File: src/hdl/assert_macros.svh
// Assertion helpers used by the controller RTL.
// Each macro builds one labeled concurrent assertion, clocked on the rising
// edge and disabled while reset is high.
`ifndef ASSERT_MACROS_SVH
`define ASSERT_MACROS_SVH

// Consequent must hold in the same cycle as the antecedent.
`define ASSERT_SAME(label, clk, rst, cond, prop, msg) \
  label: assert property (@(posedge clk) disable iff (rst) (cond) |-> (prop)) \
    else $error(msg);

// Consequent must hold in the cycle after the antecedent.
`define ASSERT_NEXT(label, clk, rst, cond, prop, msg) \
  label: assert property (@(posedge clk) disable iff (rst) (cond) |=> (prop)) \
    else $error(msg);

`endif

File: src/hdl/csmatx_pkg.sv
// ----------------------------------------------------------------------------
// csmatx_pkg
// Shared widths, codes and reset values for the airtime-limited CSMA
// transmit controller.
// ----------------------------------------------------------------------------
`timescale 1ns / 1ps
`default_nettype none

package csmatx_pkg;

  // Width of timestamps and airtime accumulators.
  localparam int TIME_W = 32;

  // Event codes on the operation field.
  localparam logic [2:0] OP_TICK    = 3'd0;
  localparam logic [2:0] OP_SEND    = 3'd1;
  localparam logic [2:0] OP_CCA     = 3'd2;
  localparam logic [2:0] OP_TX_DONE = 3'd3;
  localparam logic [2:0] OP_TIMEOUT = 3'd4;

  // Radio action codes.
  localparam logic [2:0] ACT_NONE  = 3'd0;
  localparam logic [2:0] ACT_CCA   = 3'd1;
  localparam logic [2:0] ACT_TX    = 3'd2;
  localparam logic [2:0] ACT_RX    = 3'd3;
  localparam logic [2:0] ACT_RESET = 3'd4;

  // Send confirm status codes.
  localparam logic [1:0] CONF_SUCCESS = 2'd0;
  localparam logic [1:0] CONF_BUSY    = 2'd1;
  localparam logic [1:0] CONF_NO_ACK  = 2'd2;
  localparam logic [1:0] CONF_LIMITED = 2'd3;

  // Register indexes (byte address divided by four).
  localparam logic [2:0] REG_PERMIT   = 3'd0;
  localparam logic [2:0] REG_WINDOW   = 3'd1;
  localparam logic [2:0] REG_INTERVAL = 3'd2;
  localparam logic [2:0] REG_OVERHEAD = 3'd3;
  localparam logic [2:0] REG_MAX_LEN  = 3'd4;
  localparam logic [2:0] REG_PAD      = 3'd5;

  // Register reset values: one hour plus three minutes window, 350 s permit.
  localparam logic [TIME_W-1:0] PERMIT_RST   = TIME_W'(360000 - 10000);
  localparam logic [TIME_W-1:0] WINDOW_RST   = TIME_W'(3600000 + 180000);
  localparam logic [15:0]       INTERVAL_RST = 16'd50;
  localparam logic [7:0]        OVERHEAD_RST = 8'd10;
  localparam logic [7:0]        MAX_LEN_RST  = 8'd30;
  localparam logic [7:0]        PAD_RST      = 8'd30;

endpackage

`default_nettype wire

File: src/hdl/csma_tx_controller_duty_limit.sv
// ----------------------------------------------------------------------------
// csma_tx_controller_duty_limit
// CSMA transmit controller with a cumulative airtime limit per window.
// Each event beat yields one result beat telling the radio what to do.
// ----------------------------------------------------------------------------
//  Channel  | Handshake                   | Payload
//  ---------+-----------------------------+-------------------------------------
//  cmd      | cmd_valid / cmd_ready       | operation, now_ms, payload_len,
//           |                             | cca_status
//  res      | res_valid / res_ready       | radio_action, pad_bytes,
//           |                             | confirm_valid, confirm_status,
//           |                             | dropped, send_limited
//  apb      | psel, penable, pwrite, pready | paddr, pwdata, prdata
//
//  One event is accepted per cycle while no result is stalled; its result
//  appears in the next cycle, from the single result register behind the event logic.
//  cmd_ready is high while the result register is empty or being drained,
//  so a stalled result holds off new events without losing one.
//  Synchronous reset returns the controller to idle with zero airtime and
//  the registers at their defaults; no clearing pass is needed.
// ----------------------------------------------------------------------------
`timescale 1ns / 1ps
`default_nettype none

`include "assert_macros.svh"

module csma_tx_controller_duty_limit (
  input  wire logic        clk,
  input  wire logic        rst,
  // Event channel
  input  wire logic        cmd_valid,
  output logic             cmd_ready,
  input  wire logic [2:0]  operation,
  input  wire logic [31:0] now_ms,
  input  wire logic [7:0]  payload_len,
  input  wire logic [1:0]  cca_status,
  // Result channel
  output logic             res_valid,
  input  wire logic        res_ready,
  output logic [2:0]       radio_action,
  output logic [7:0]       pad_bytes,
  output logic             confirm_valid,
  output logic [1:0]       confirm_status,
  output logic             dropped,
  output logic             send_limited,
  // Configuration port
  input  wire logic        psel,
  input  wire logic        penable,
  input  wire logic        pwrite,
  input  wire logic [4:0]  paddr,
  input  wire logic [31:0] pwdata,
  output logic [31:0]      prdata,
  output logic             pready
);

  localparam int TW = csmatx_pkg::TIME_W;

  // Controller phase codes.
  localparam logic [1:0] PH_IDLE = 2'd0;
  localparam logic [1:0] PH_CCA  = 2'd1;
  localparam logic [1:0] PH_TX   = 2'd2;

  // Configuration registers.
  logic [TW-1:0] permit_time;
  logic [TW-1:0] window_period;
  logic [15:0]   check_interval;
  logic [7:0]    tx_overhead;
  logic [7:0]    max_payload;
  logic [7:0]    pad_target;

  // Controller state.
  logic [1:0]    phase;
  logic [1:0]    phase_next;
  logic          limit_active;
  logic          limit_active_next;
  logic [TW-1:0] tx_start_time;
  logic [TW-1:0] tx_start_time_next;
  logic [TW-1:0] airtime_total;
  logic [TW-1:0] airtime_total_next;
  logic [TW-1:0] window_start;
  logic [TW-1:0] window_start_next;
  logic [TW-1:0] last_check;
  logic [TW-1:0] last_check_next;
  logic [7:0]    held_length;
  logic [7:0]    held_length_next;

  // Result fields before the output register.
  logic [2:0]    action_next;
  logic [7:0]    pad_next;
  logic          cvalid_next;
  logic [1:0]    cstat_next;
  logic          drop_next;

  // Intermediate arithmetic.
  logic          cmd_fire;
  logic          cfg_write;
  logic [2:0]    reg_index;
  logic [TW-1:0] since_check;
  logic [TW-1:0] since_window;
  logic [TW-1:0] tx_elapsed;
  logic [TW+1:0] airtime_sum;
  logic [TW-1:0] airtime_sat;

  assign cmd_ready = !res_valid || res_ready;
  assign cmd_fire  = cmd_valid && cmd_ready;
  assign pready    = 1'b1;
  assign reg_index = paddr[4:2];
  assign cfg_write = psel && penable && pwrite && pready;

  // Configuration writes.
  always_ff @(posedge clk) begin
    if (rst) begin
      permit_time    <= csmatx_pkg::PERMIT_RST;
      window_period  <= csmatx_pkg::WINDOW_RST;
      check_interval <= csmatx_pkg::INTERVAL_RST;
      tx_overhead    <= csmatx_pkg::OVERHEAD_RST;
      max_payload    <= csmatx_pkg::MAX_LEN_RST;
      pad_target     <= csmatx_pkg::PAD_RST;
    end else if (cfg_write) begin
      unique case (reg_index)
        csmatx_pkg::REG_PERMIT:   permit_time    <= pwdata[TW-1:0];
        csmatx_pkg::REG_WINDOW:   window_period  <= pwdata[TW-1:0];
        csmatx_pkg::REG_INTERVAL: check_interval <= pwdata[15:0];
        csmatx_pkg::REG_OVERHEAD: tx_overhead    <= pwdata[7:0];
        csmatx_pkg::REG_MAX_LEN:  max_payload    <= pwdata[7:0];
        csmatx_pkg::REG_PAD:      pad_target     <= pwdata[7:0];
        default: ;
      endcase
    end
  end

  // Register readback.
  always_comb begin
    unique case (reg_index)
      csmatx_pkg::REG_PERMIT:   prdata = permit_time;
      csmatx_pkg::REG_WINDOW:   prdata = window_period;
      csmatx_pkg::REG_INTERVAL: prdata = {16'd0, check_interval};
      csmatx_pkg::REG_OVERHEAD: prdata = {24'd0, tx_overhead};
      csmatx_pkg::REG_MAX_LEN:  prdata = {24'd0, max_payload};
      csmatx_pkg::REG_PAD:      prdata = {24'd0, pad_target};
      default:                  prdata = 32'd0;
    endcase
  end

  // Elapsed times wrap modulo the timestamp width.
  assign since_check  = now_ms - last_check;
  assign since_window = now_ms - window_start;
  assign tx_elapsed   = now_ms - tx_start_time;

  // Total plus elapsed plus overhead in one add; saturating once is the same
  // as saturating after each of the two additions.
  assign airtime_sum = {2'b00, airtime_total} + {2'b00, tx_elapsed}
                     + {{(TW-6){1'b0}}, tx_overhead};
  assign airtime_sat = (airtime_sum[TW+1:TW] != 2'b00) ? {TW{1'b1}} : airtime_sum[TW-1:0];

  // Event handling for one beat.
  always_comb begin
    phase_next         = phase;
    limit_active_next  = limit_active;
    tx_start_time_next = tx_start_time;
    airtime_total_next = airtime_total;
    window_start_next  = window_start;
    last_check_next    = last_check;
    held_length_next   = held_length;
    action_next        = csmatx_pkg::ACT_NONE;
    pad_next           = 8'd0;
    cvalid_next        = 1'b0;
    cstat_next         = csmatx_pkg::CONF_SUCCESS;
    drop_next          = 1'b0;

    unique case (operation)
      csmatx_pkg::OP_TICK: begin
        // Window expiry is checked at most once per check interval.
        if (since_check >= {{(TW-16){1'b0}}, check_interval}) begin
          last_check_next = now_ms;
          if (since_window > window_period) begin
            window_start_next  = now_ms;
            airtime_total_next = '0;
            limit_active_next  = 1'b0;
          end
        end
      end
      csmatx_pkg::OP_SEND: begin
        // Busy beats are dropped; the limit is checked before the length.
        priority if (phase != PH_IDLE) begin
          drop_next = 1'b1;
        end else if (limit_active) begin
          cvalid_next = 1'b1;
          cstat_next  = csmatx_pkg::CONF_LIMITED;
        end else if (payload_len > max_payload) begin
          drop_next = 1'b1;
        end else begin
          held_length_next = payload_len;
          phase_next       = PH_CCA;
          action_next      = csmatx_pkg::ACT_CCA;
        end
      end
      csmatx_pkg::OP_CCA: begin
        if (phase == PH_CCA) begin
          if (cca_status == 2'd0) begin
            tx_start_time_next = now_ms;
            phase_next         = PH_TX;
            action_next        = csmatx_pkg::ACT_TX;
            pad_next = (held_length < pad_target) ? (pad_target - held_length) : 8'd0;
          end else begin
            phase_next  = PH_IDLE;
            action_next = csmatx_pkg::ACT_RX;
            cvalid_next = 1'b1;
            cstat_next  = csmatx_pkg::CONF_BUSY;
          end
        end
      end
      csmatx_pkg::OP_TX_DONE: begin
        if (phase == PH_TX) begin
          airtime_total_next = airtime_sat;
          if (airtime_sat > permit_time) begin
            limit_active_next = 1'b1;
          end
          phase_next  = PH_IDLE;
          action_next = csmatx_pkg::ACT_RX;
          cvalid_next = 1'b1;
          cstat_next  = csmatx_pkg::CONF_SUCCESS;
        end
      end
      csmatx_pkg::OP_TIMEOUT: begin
        if (phase != PH_IDLE) begin
          phase_next  = PH_IDLE;
          action_next = csmatx_pkg::ACT_RESET;
          cvalid_next = 1'b1;
          cstat_next  = csmatx_pkg::CONF_NO_ACK;
        end
      end
      default: ;
    endcase
  end

  // Control state updates on each accepted beat.
  always_ff @(posedge clk) begin
    if (rst) begin
      phase         <= PH_IDLE;
      limit_active  <= 1'b0;
      tx_start_time <= '0;
      airtime_total <= '0;
      window_start  <= '0;
      last_check    <= '0;
      held_length   <= 8'd0;
    end else if (cmd_fire) begin
      phase         <= phase_next;
      limit_active  <= limit_active_next;
      tx_start_time <= tx_start_time_next;
      airtime_total <= airtime_total_next;
      window_start  <= window_start_next;
      last_check    <= last_check_next;
      held_length   <= held_length_next;
    end
  end

  // Result register valid flag.
  always_ff @(posedge clk) begin
    if (rst) begin
      res_valid <= 1'b0;
    end else if (cmd_fire) begin
      res_valid <= 1'b1;
    end else if (res_ready) begin
      res_valid <= 1'b0;
    end
  end

  // Result register payload.
  always_ff @(posedge clk) begin
    if (cmd_fire) begin
      radio_action   <= action_next;
      pad_bytes      <= pad_next;
      confirm_valid  <= cvalid_next;
      confirm_status <= cstat_next;
      dropped        <= drop_next;
      send_limited   <= limit_active_next;
    end
  end

  // Checks on the controller's own behavior.
  `ASSERT_NEXT(a_busy_send_dropped, clk, rst, cmd_fire && (operation == csmatx_pkg::OP_SEND) && (phase != PH_IDLE), res_valid && dropped && (radio_action == csmatx_pkg::ACT_NONE), "send beat while busy was not dropped")
  `ASSERT_SAME(a_tx_phase, clk, rst, res_valid && (radio_action == csmatx_pkg::ACT_TX), phase == PH_TX, "start transmit shown without transmit phase")
  `ASSERT_SAME(a_limit_clear, clk, rst, $fell(limit_active), $past(rst) || $past(cmd_fire && (operation == csmatx_pkg::OP_TICK)), "airtime limit cleared outside a tick")

endmodule

`default_nettype wire

File: config.mk
export PLATFORM = sky130hd
export DESIGN_NAME = csma_tx_controller_duty_limit
export DESIGN_NICKNAME = d
export VERILOG_FILES = /design/src/hdl/csmatx_pkg.sv /design/src/hdl/csma_tx_controller_duty_limit.sv
export VERILOG_INCLUDE_DIRS = /design/src /design/src/hdl
export SDC_FILE = /design/constraint.sdc
export NUM_CORES = 1
export LEC_CHECK = 0
export ABC_AREA = 1
export BUFFER_PORTS_ARGS = -buffer_cell sky130_fd_sc_hd__buf_2
export CORE_MARGIN = 4
export CORE_UTILIZATION = 55
export CTS_CLUSTER_SIZE = 8
export DETAILED_ROUTE_END_ITERATION = 12
export MAX_ROUTING_LAYER = met4
export PLACE_DENSITY = 0.74
export SKIP_LAST_GASP = 1
export SLEW_MARGIN = 25
export SYNTH_ARGS = -nofsm -noshare
export SYNTH_HDL_FRONTEND = slang
export SYNTH_SLANG_ARGS = --single-unit
File: constraint.sdc
create_clock -name clk -period 12.4 [get_ports clk]
set_clock_uncertainty 0.2 [all_clocks]
set_input_delay 2.48 -clock clk [delete_from_list [all_inputs] [get_ports clk]]
set_output_delay 2.48 -clock clk [all_outputs]
set_load 0.005 [all_outputs]
==> reports/qor.txt, run 1 <==
reg2reg path depth - 36
placer congestion estimate - 0.999
reg2reg end - limit_active
Mapped Cells - 3,084
P_leak - 10.8 nW
DR DRC count - 0
reg-to-reg setup timing slack - 3.90 ns
FF/Latch Area - 0.00537 mm²
most frequent CP cell - nand2_1
Mean Syn Cell Area - 6.73 µm²
dpl ws - 1.91 ns
1st-pass router iterations - 6
status - complete, no violations
quantity of gates resized following cts - 0
Hold Violations, Final - 0
Clock Latency Late Sink - 0.56 ns
Min Hold Slack - 0.257 ns
HP Start - tx_start_time[10]
DRT antenna net count - 0
Die Area - 0.0409 mm²
synthesized net count - 3,430
initial antenna violation count - 1
layout cells sized above 1 - 7.27%
die width - 202 µm
CP Capture Type - flip-flop
PwrDens - 106 mW/mm²
RR Startpoint - tx_start_time[2]
commonest register cell after synthesis - dfxtp_1
vias in the first global route - 19,868
port buffer count - 136
Clock Path Buffers - 3
Setup TNS - 0 ns
row cnt - 70
final setup fails - 0
maxcap violations - 0
via/cell ratio - 5.70
Initial Util - 56.2%
CTS tree - built
initial DRC count - 1,668
Nets - 3,532
Compound-Gate Fraction of Synth Area - 20.9%
largest family of logic cells by synthesized area - simple AND/OR/NAND/NOR gates
fmax - 0.0976 GHz
clock sinks - 260
root buffer cell - clkbuf_16
critical path data required time - 12.68 ns
Max stage delay on crit path - 0.73 ns
Core Area - 0.0370 mm²
WL/cell - 18.3 µm
IR drop worst, VDD - 101 µV
Tot GR Track Use - 32.6%
crit start category - input pin
gr ovfl total - 0
critical path data arrival time - 10.53 ns
critical path class - input pin to flip-flop
worst hold path class - flip-flop to flip-flop
hold buffer count at cts - 0
CTS buffer count - 38
CP max stage cell - nand2_1
sequential fraction of the synthesis area - 25.8%
worst hold path endpoint - tx_start_time[10]
Post-Synth Adder-Cell Area - 16.0%
final wirelength - 67,600 µm
post-synthesis xor/xnor area fraction - 4.26%
Post-Syn Area - 0.0208 mm²
Die Y - 202 µm
post-CTS setup buffers - 0
total power - 2.42 mW
Period Utilization, post-route - 82.6%
H-Tree Depth - 2
IO Pins - 140
max_slew headroom - 32.9%
Filler cells - 3,490
Non-Filler Instances - 3,698
ys async rst share - 0%
mux cell area share after synthesis - 0%
placed cells - 3,650
fin. max-slew vios - 0
first-pass GRT wire length - 105,000 µm
Yosys warnings - 0
clk slew on worst S/H paths - 0.05 ns
Hold Path Stages - 2
Post-synth EDFFs - 16
HPWL after DPL - 53,600 µm
post-route minimum period - 10.24 ns
fraction of the mapped netlist area in simple logic gates - 21.6%
Vias - 21,075
CP max FO - 27
flops & latches, synth - 260
area of the multi-input gates - 0.0131 mm²
Netlist cell types - 54
slack of the critical path - 2.16 ns
largest net degree at the start of global routing - 84
RSZ-0062 raised after global routing - false
P&R area growth vs syn - 9.96%
Slew @ Worst Pin - 0.999 ns
==> critical path, delay by kind of cell <==
family | cells | cell delay, ns
adders and majority gates | 4 | 1.36
AOI/OAI and AO/OA | 14 | 3.05
and+or+nand+nor | 13 | 2.87
xor gates and xnor gates | 1 | 0.41
buffers and inverters | 4 | 0.35
==> sequential cells by signal, indices dropped and copies added, names as in the netlist, 16 cells and up <==
register / count
last_check: 32
check_interval: 16
window_start: 32
window_period: 32
tx_start_time: 32
permit_time: 32
airtime_total: 32
==> where the power goes <==
part | total, mW | switching [mW] | internal [mW] | leakage (nW)
Combinational | 0.614 | 0.405 | 0.209 | 8.13
Sequential | 0.867 | 0.00616 | 0.861 | 2.13
Clock | 0.938 | 0.379 | 0.558 | 0.503
Total | 2.42 | 0.790 | 1.63 | 10.8
==> cell usage in the layout, fill, tap and decap left out, types with 20 or more instances in the layout <==
| master | count |
|---|---|
| nand4_1 | 30 |
| xnor2_1 | 33 |
| xor2_1 | 68 |
| nand3_1 | 152 |
| nor3_1 | 34 |
| clkbuf_16 | 38 |
| inv_1 | 512 |
| nor2_1 | 213 |
| ha_1 | 244 |
| o21ai_0 | 231 |
| nand2_1 | 589 |
| buf_2 | 136 |
| a21oi_1 | 393 |
| o211ai_1 | 24 |
| o22ai_1 | 20 |
| dfxtp_1 | 244 |
==> worst max path at each step <==
| stage | endpoint | start | slack (ns) |
|---|---|---|---|
| after floorplan | send_limited | now_ms[0] | 4.44 |
| after global placement | limit_active | now_ms[0] | 2.01 |
| after detailed placement | limit_active | now_ms[2] | 1.91 |
| after CTS | limit_active | now_ms[2] | 2.47 |
| after global routing | limit_active | now_ms[2] | 1.88 |
| final | limit_active | now_ms[2] | 2.16 |
==> area by class of cell <==
cell class,instances,area share [%]
repair buffers,148,3.38
flip-flops and latches,260,23.5
clock buffers,44,4.35
clock inverters,3,0.148
inverters,524,8.64
well taps,504,2.76
multi-input cells,2214,57.2
diodes,1,0.0110
==> Yosys cell counts (all sizes together), types with 11 or more instances <==
| cell | count | share of area [%] |
|---|---|---|
| o221ai | 15 | 0.63 |
| nor3 | 36 | 0.92 |
| xor2 | 68 | 2.9 |
| edfxtp | 16 | 2.3 |
| fa | 13 | 1.3 |
| nand4 | 30 | 0.90 |
| o211ai | 24 | 0.87 |
| a21o | 13 | 0.47 |
| xnor2 | 33 | 1.4 |
| dfxtp | 244 | 24 |
| nand2 | 598 | 11 |
| ha | 244 | 15 |
| nor2 | 222 | 4.1 |
| a221oi | 11 | 0.46 |
| o21bai | 16 | 0.58 |
| o21ai | 240 | 5.8 |
| a31oi | 16 | 0.48 |
| buf | 27 | 0.84 |
| nand3b | 15 | 0.54 |
| clkbuf | 59 | 1.1 |
| nand3 | 153 | 3.7 |
| inv | 522 | 9.5 |
| o22ai | 20 | 0.60 |
| a21oi | 395 | 9.5 |
==> per-layer routing <==
metal	up-vias	GRT usage, %	part of all wire, %
met5	-	-	0
li1	10408	-	-
met3	155	5.87	7.8
met2	749	53.5	46
met4	0	10.0	3.4
met1	9763	41.1	42
==> cell families after synthesis <==
group                    after synthesis
AO/OA/AOI/OAI                        788
XOR/XNOR                             101
adder cells (fa/ha/maj)              257
buffers and inverters                610
flip-flops                           260
other                                  1
AND/OR/NAND/NOR                     1067
==> per-stage QoR <==
stage / utilization [%] / area, µm²
detailed placement: 59.0 / 21800
CTS: 61.7 / 22800
finish: 61.8 / 22800
floorplan: - / 20800
global route: 61.8 / 22800
global placement: 59.0 / 21800
Power figures use the tool's default switching activity.
==> inputs of run 2 (changes only) <==
Settings changed: PLACE_DENSITY 0.74 to 0.76.
Clock period 12.4 ns to 9.2 ns, I/O delays scaled along.
==> run 2 against run 1 <==
Compared with the run above:
- critical path depth decreased by 1
- critical endpoint unchanged
- largest cell class unchanged
- utilization up 0.64 points
- largest power group unchanged
- wire length is 0.14% lower
==> reports/qor.txt, run 2 (synthesis gave the netlist of run 1 again) <==
status - complete, no violations
initial antenna violation count - 2
Cell Area, Placed - 0.0220 mm²
Initial Util - 56.2%
first-pass GRT wire length - 105,000 µm
Hold Violations, Final - 0
Tot GR Track Use - 32.9%
Vias - 21,045
fmax - 0.121 GHz
root buffer cell - clkbuf_16
final wirelength - 67,500 µm
WL/cell - 18.1 µm
die width - 202 µm
Period Utilization, post-route - 89.7%
IO Pins - 140
largest net degree at the start of global routing - 116
1st-pass router iterations - 6
most common cell after layout, fill and taps aside - nand2_1
P_leak - 10.9 nW
H-Tree Depth - 2
CP max stage cell - ha_1
final setup fails - 0
critical path data required time - 9.48 ns
post-CTS setup buffers - 0
hold buffer count at cts - 0
Setup TNS - 0 ns
placer congestion estimate - 0.984
Nets - 3,558
buffers plus inverters on the worst setup path - 5
crit start category - input pin
Clock Path Buffers - 3
total power - 3.29 mW
Die Y - 202 µm
DR DRC count - 0
DRT antenna net count - 0
P&R area growth vs syn - 11.1%
maxcap violations - 0
clock sinks - 260
CTS buffer count - 39
post-route minimum period - 8.25 ns
layout cells sized above 1 - 7.95%
Clock Latency Late Sink - 0.57 ns
Worst path top cell family by delay - compound AO/OA/AOI/OAI gates
clk slew on worst S/H paths - 0.05 ns
Final Instance Area - 0.0231 mm²
CTS tree - built
Core Area - 0.0370 mm²
worst hold path class - flip-flop to flip-flop
initial DRC count - 1,718
HPWL after DPL - 53,600 µm
most frequent CP cell - nand2_1
row cnt - 70
quantity of gates resized following cts - 0
most frequent cells in the layout - nand2_1 (589), inv_1 (513), a21oi_1 (393), ha_1 (244), dfxtp_1 (244)
critical path data arrival time - 8.53 ns
max_slew headroom - 31.8%
IR drop worst, VDD - 125 µV
CP max FO - 6
gr ovfl total - 0
RSZ-0062 raised after global routing - false
Filler cells - 3,503
vias in the first global route - 20,055
PwrDens - 143 mW/mm²
critical path class - input pin to flip-flop
via/cell ratio - 5.65
port buffer count - 136
CP Capture Type - flip-flop
Max stage delay on crit path - 0.37 ns
Slew @ Worst Pin - 1.02 ns
fin. max-slew vios - 0
Die Area - 0.0409 mm²
run 2: cell types whose count changed in the layout (fill, tap and decap cells not counted), moves of 2 or more:
| cell | delta |
|---|---|
| clkbuf_1 | +2 |
| clkbuf_8 | -2 |
| buf_4 | +23 |
| inv_2 | -2 |
| diode_2 | +2 |
| buf_12 | +2 |
run 2: final timing paths:
check	cells after the start	from	slack, ns	to
worst min register to register	2	tx_start_time[17]	0.26	tx_start_time[17]
worst max-delay path	35	now_ms[2]	0.95	limit_active
worst min-delay path	2	tx_start_time[17]	0.26	tx_start_time[17]
worst max register to register	35	tx_start_time[2]	2.07	limit_active
run 2: cell type report:
type	instances	area (µm²)	area share (%)
clock buffers	45	998	4.33
repair buffers	173	983	4.26
inverters	524	1970	8.55
flip-flops and latches	260	5370	23.3
well taps	504	631	2.73
diodes	3	7.51	0.0326
multi-input cells	2214	13100	56.6
clock inverters	4	42.5	0.184
run 2: routing by layer:
metal  global-route usage [%]  routed length (µm)  vias to the layer above
met3                     3.53                4230                      138
met1                     42.0               29300                     9739
met2                     54.7               31700                      709
li1                         -                   -                    10459
met4                     11.0                2250                        0
met5                        -                   0                        -
run 2: where the power goes:
part	internal, mW	switching, mW
Clock	0.759	0.525
Sequential	1.16	0.00845
Combinational	0.294	0.547
Total	2.21	1.08
run 2: worst min-delay path, cell delays in order (launching register included):
cell and delay (ns):
dfxtp_1 0.29, inv_1 0.06, a21oi_1 0.05
run 2: per-stage QoR:
step	hold slack [ns]	setup slack, ns	util (%)	std cells
final	0.257	0.951	62.4	3727
after global routing	0.266	0.523	62.4	3726
after CTS	0.258	1.08	62.3	3724
after detailed placement	0.250	0.508	59.5	3675
after global placement	0.240	0.575	59.5	3675
after floorplan	0.227	1.88	-	3084
==> inputs of run 3 (changes only) <==
Settings changed: BUFFER_PORTS_ARGS -buffer_cell sky130_fd_sc_hd__buf_2 to -buffer_cell sky130_fd_sc_hd__buf_4.
==> run 3 against run 2 <==
Compared with the run above:
- combinational power rose by 2%
- non-clock buffer count fell by 7
- total power rose by 1.3%
- worst hold slack got worse by 0.0046 ns
- worst setup slack got worse by 0.047 ns
- final cell count fell by 0.21%
- sequential power barely moved
- wire length rose by 0.56%
- count of clock-buffer cells in the layout rose by 1
- register-to-register slack got worse by 0.07 ns
- critical endpoint is now send_limited
- largest cell class unchanged
- largest power group unchanged
==> reports/qor.txt, run 3 (synthesis gave the netlist of run 1 again) <==
status - complete, no violations
Core Area - 0.0370 mm²
final wirelength - 67,900 µm
Hold Violations, Final - 0
Cell Area, Placed - 0.0223 mm²
layout cells sized above 1 - 7.81%
Die Area - 0.0409 mm²
1st-pass router iterations - 7
reg-to-reg setup timing slack - 2.00 ns
met3 wire length - 4440 µm
root buffer cell - clkbuf_16
total power - 3.34 mW
IO Pins - 140
HPWL after DPL - 54,100 µm
Nets - 3,551
gr ovfl total - 0
die width - 202 µm
port buffer count - 136
WL/cell - 18.2 µm
source of the critical timing path - now_ms[0]
fin. max-slew vios - 0
post-CTS setup buffers - 0
DRT antenna net count - 0
clock sinks - 260
crit start category - input pin
Clock Latency Late Sink - 0.55 ns
Vias - 21,154
largest net degree at the start of global routing - 84
H-Tree Depth - 2
maxcap violations - 0
critical path data arrival time - 8.41 ns
DR DRC count - 0
Slew @ Worst Pin - 1.02 ns
first-pass GRT wire length - 106,000 µm
crit path capture - send_limited
Initial Util - 56.2%
initial DRC count - 1,710
clk slew on worst S/H paths - 0.05 ns
reg2reg end - limit_active
Worst path top cell family by delay - compound AO/OA/AOI/OAI gates
hold buffer count at cts - 0
met1 WL - 29,700 µm
Die Y - 202 µm
most common cell after layout, fill and taps aside - nand2_1
met2 WL - 31,200 µm
Period Utilization, post-route - 90.2%
Setup TNS - 0 ns
IR drop worst, VDD - 173 µV
critical path data required time - 9.31 ns
post-route minimum period - 8.30 ns
most frequent cells in the layout - nand2_1 (589), inv_1 (513), a21oi_1 (393), ha_1 (244), dfxtp_1 (244)
placer congestion estimate - 0.971
max_slew headroom - 31.8%
CTS buffer count - 39
CP max stage cell - fa_1
Final Instance Area - 0.0233 mm²
CP Capture Type - flip-flop
Ant. Diodes - 0
P_leak - 11.0 nW
RR Startpoint - tx_start_time[4]
Clock Path Buffers - 3
CP max FO - 20
Top Layer Used - met4
critical path class - input pin to flip-flop
Max stage delay on crit path - 0.40 ns
quantity of gates resized following cts - 0
worst hold path class - flip-flop to flip-flop
final setup fails - 0
Levels on crit path - 36
via/cell ratio - 5.69
initial antenna violation count - 0
Tot GR Track Use - 32.9%
reg2reg path depth - 37
fmax - 0.121 GHz
RSZ-0062 raised after global routing - false
PwrDens - 143 mW/mm²
CTS tree - built
row cnt - 70
buffers plus inverters on the worst setup path - 6
vias in the first global route - 20,133
P&R area growth vs syn - 12.5%
run 3: per-layer routing:
layer | up-vias | global-route usage [%]
li1 | 10468 | -
met4 | 0 | 11.9
met3 | 154 | 3.40
met2 | 717 | 53.6
met1 | 9815 | 42.8
met5 | - | -
run 3: worst reg2reg max path: cells and delay by family, from the launching register on:
family / cells / cell delay [ns]
and+or+nand+nor: 14 / 1.81
adders and majority gates: 4 / 1.41
AOI/OAI and AO/OA: 13 / 2.26
buffers and inverters: 5 / 0.77
DFF: 1 / 0.31
xor gates and xnor gates: 1 / 0.39
run 3: power by group:
group / switching [mW] / internal, mW / total [mW]
Combinational: 0.547 / 0.308 / 0.855
Sequential: 0.00873 / 1.16 / 1.17
Clock: 0.521 / 0.794 / 1.31
Total: 1.08 / 2.26 / 3.34
run 3: worst min path at each step:
stage	start	to	slack, ns	depth (start not counted)
2_1_floorplan	held_length[0]	held_length[0]	0.23	2
3_3_place_gp	held_length[0]	held_length[0]	0.24	2
3_5_place_dp	held_length[0]	held_length[0]	0.25	2
4_1_cts	held_length[0]	held_length[0]	0.25	2
5_1_grt	window_start[4]	window_start[4]	0.28	2
6_report	held_length[0]	held_length[0]	0.25	2
run 3: metrics by stage:
stage          hold WS [ns]  setup WS, ns  util, %  cells
2_1_floorplan         0.227          1.88        -   3084
3_3_place_gp          0.239         0.556     60.2   3668
3_5_place_dp          0.246         0.390     60.2   3668
4_1_cts               0.253         0.942     63.1   3719
5_1_grt               0.277         0.473     63.2   3719
6_report              0.252         0.904     63.2   3719
run 3: area by class of cell:
type | instances | area [µm²]
timing repair buffer | 166 | 1250
multi-input combinational | 2214 | 13100
fill | 3452 | 13600
clock inverter | 5 | 61.3
tap | 504 | 631
clock buffer | 46 | 1010
sequential | 260 | 5370
inverter | 524 | 1970
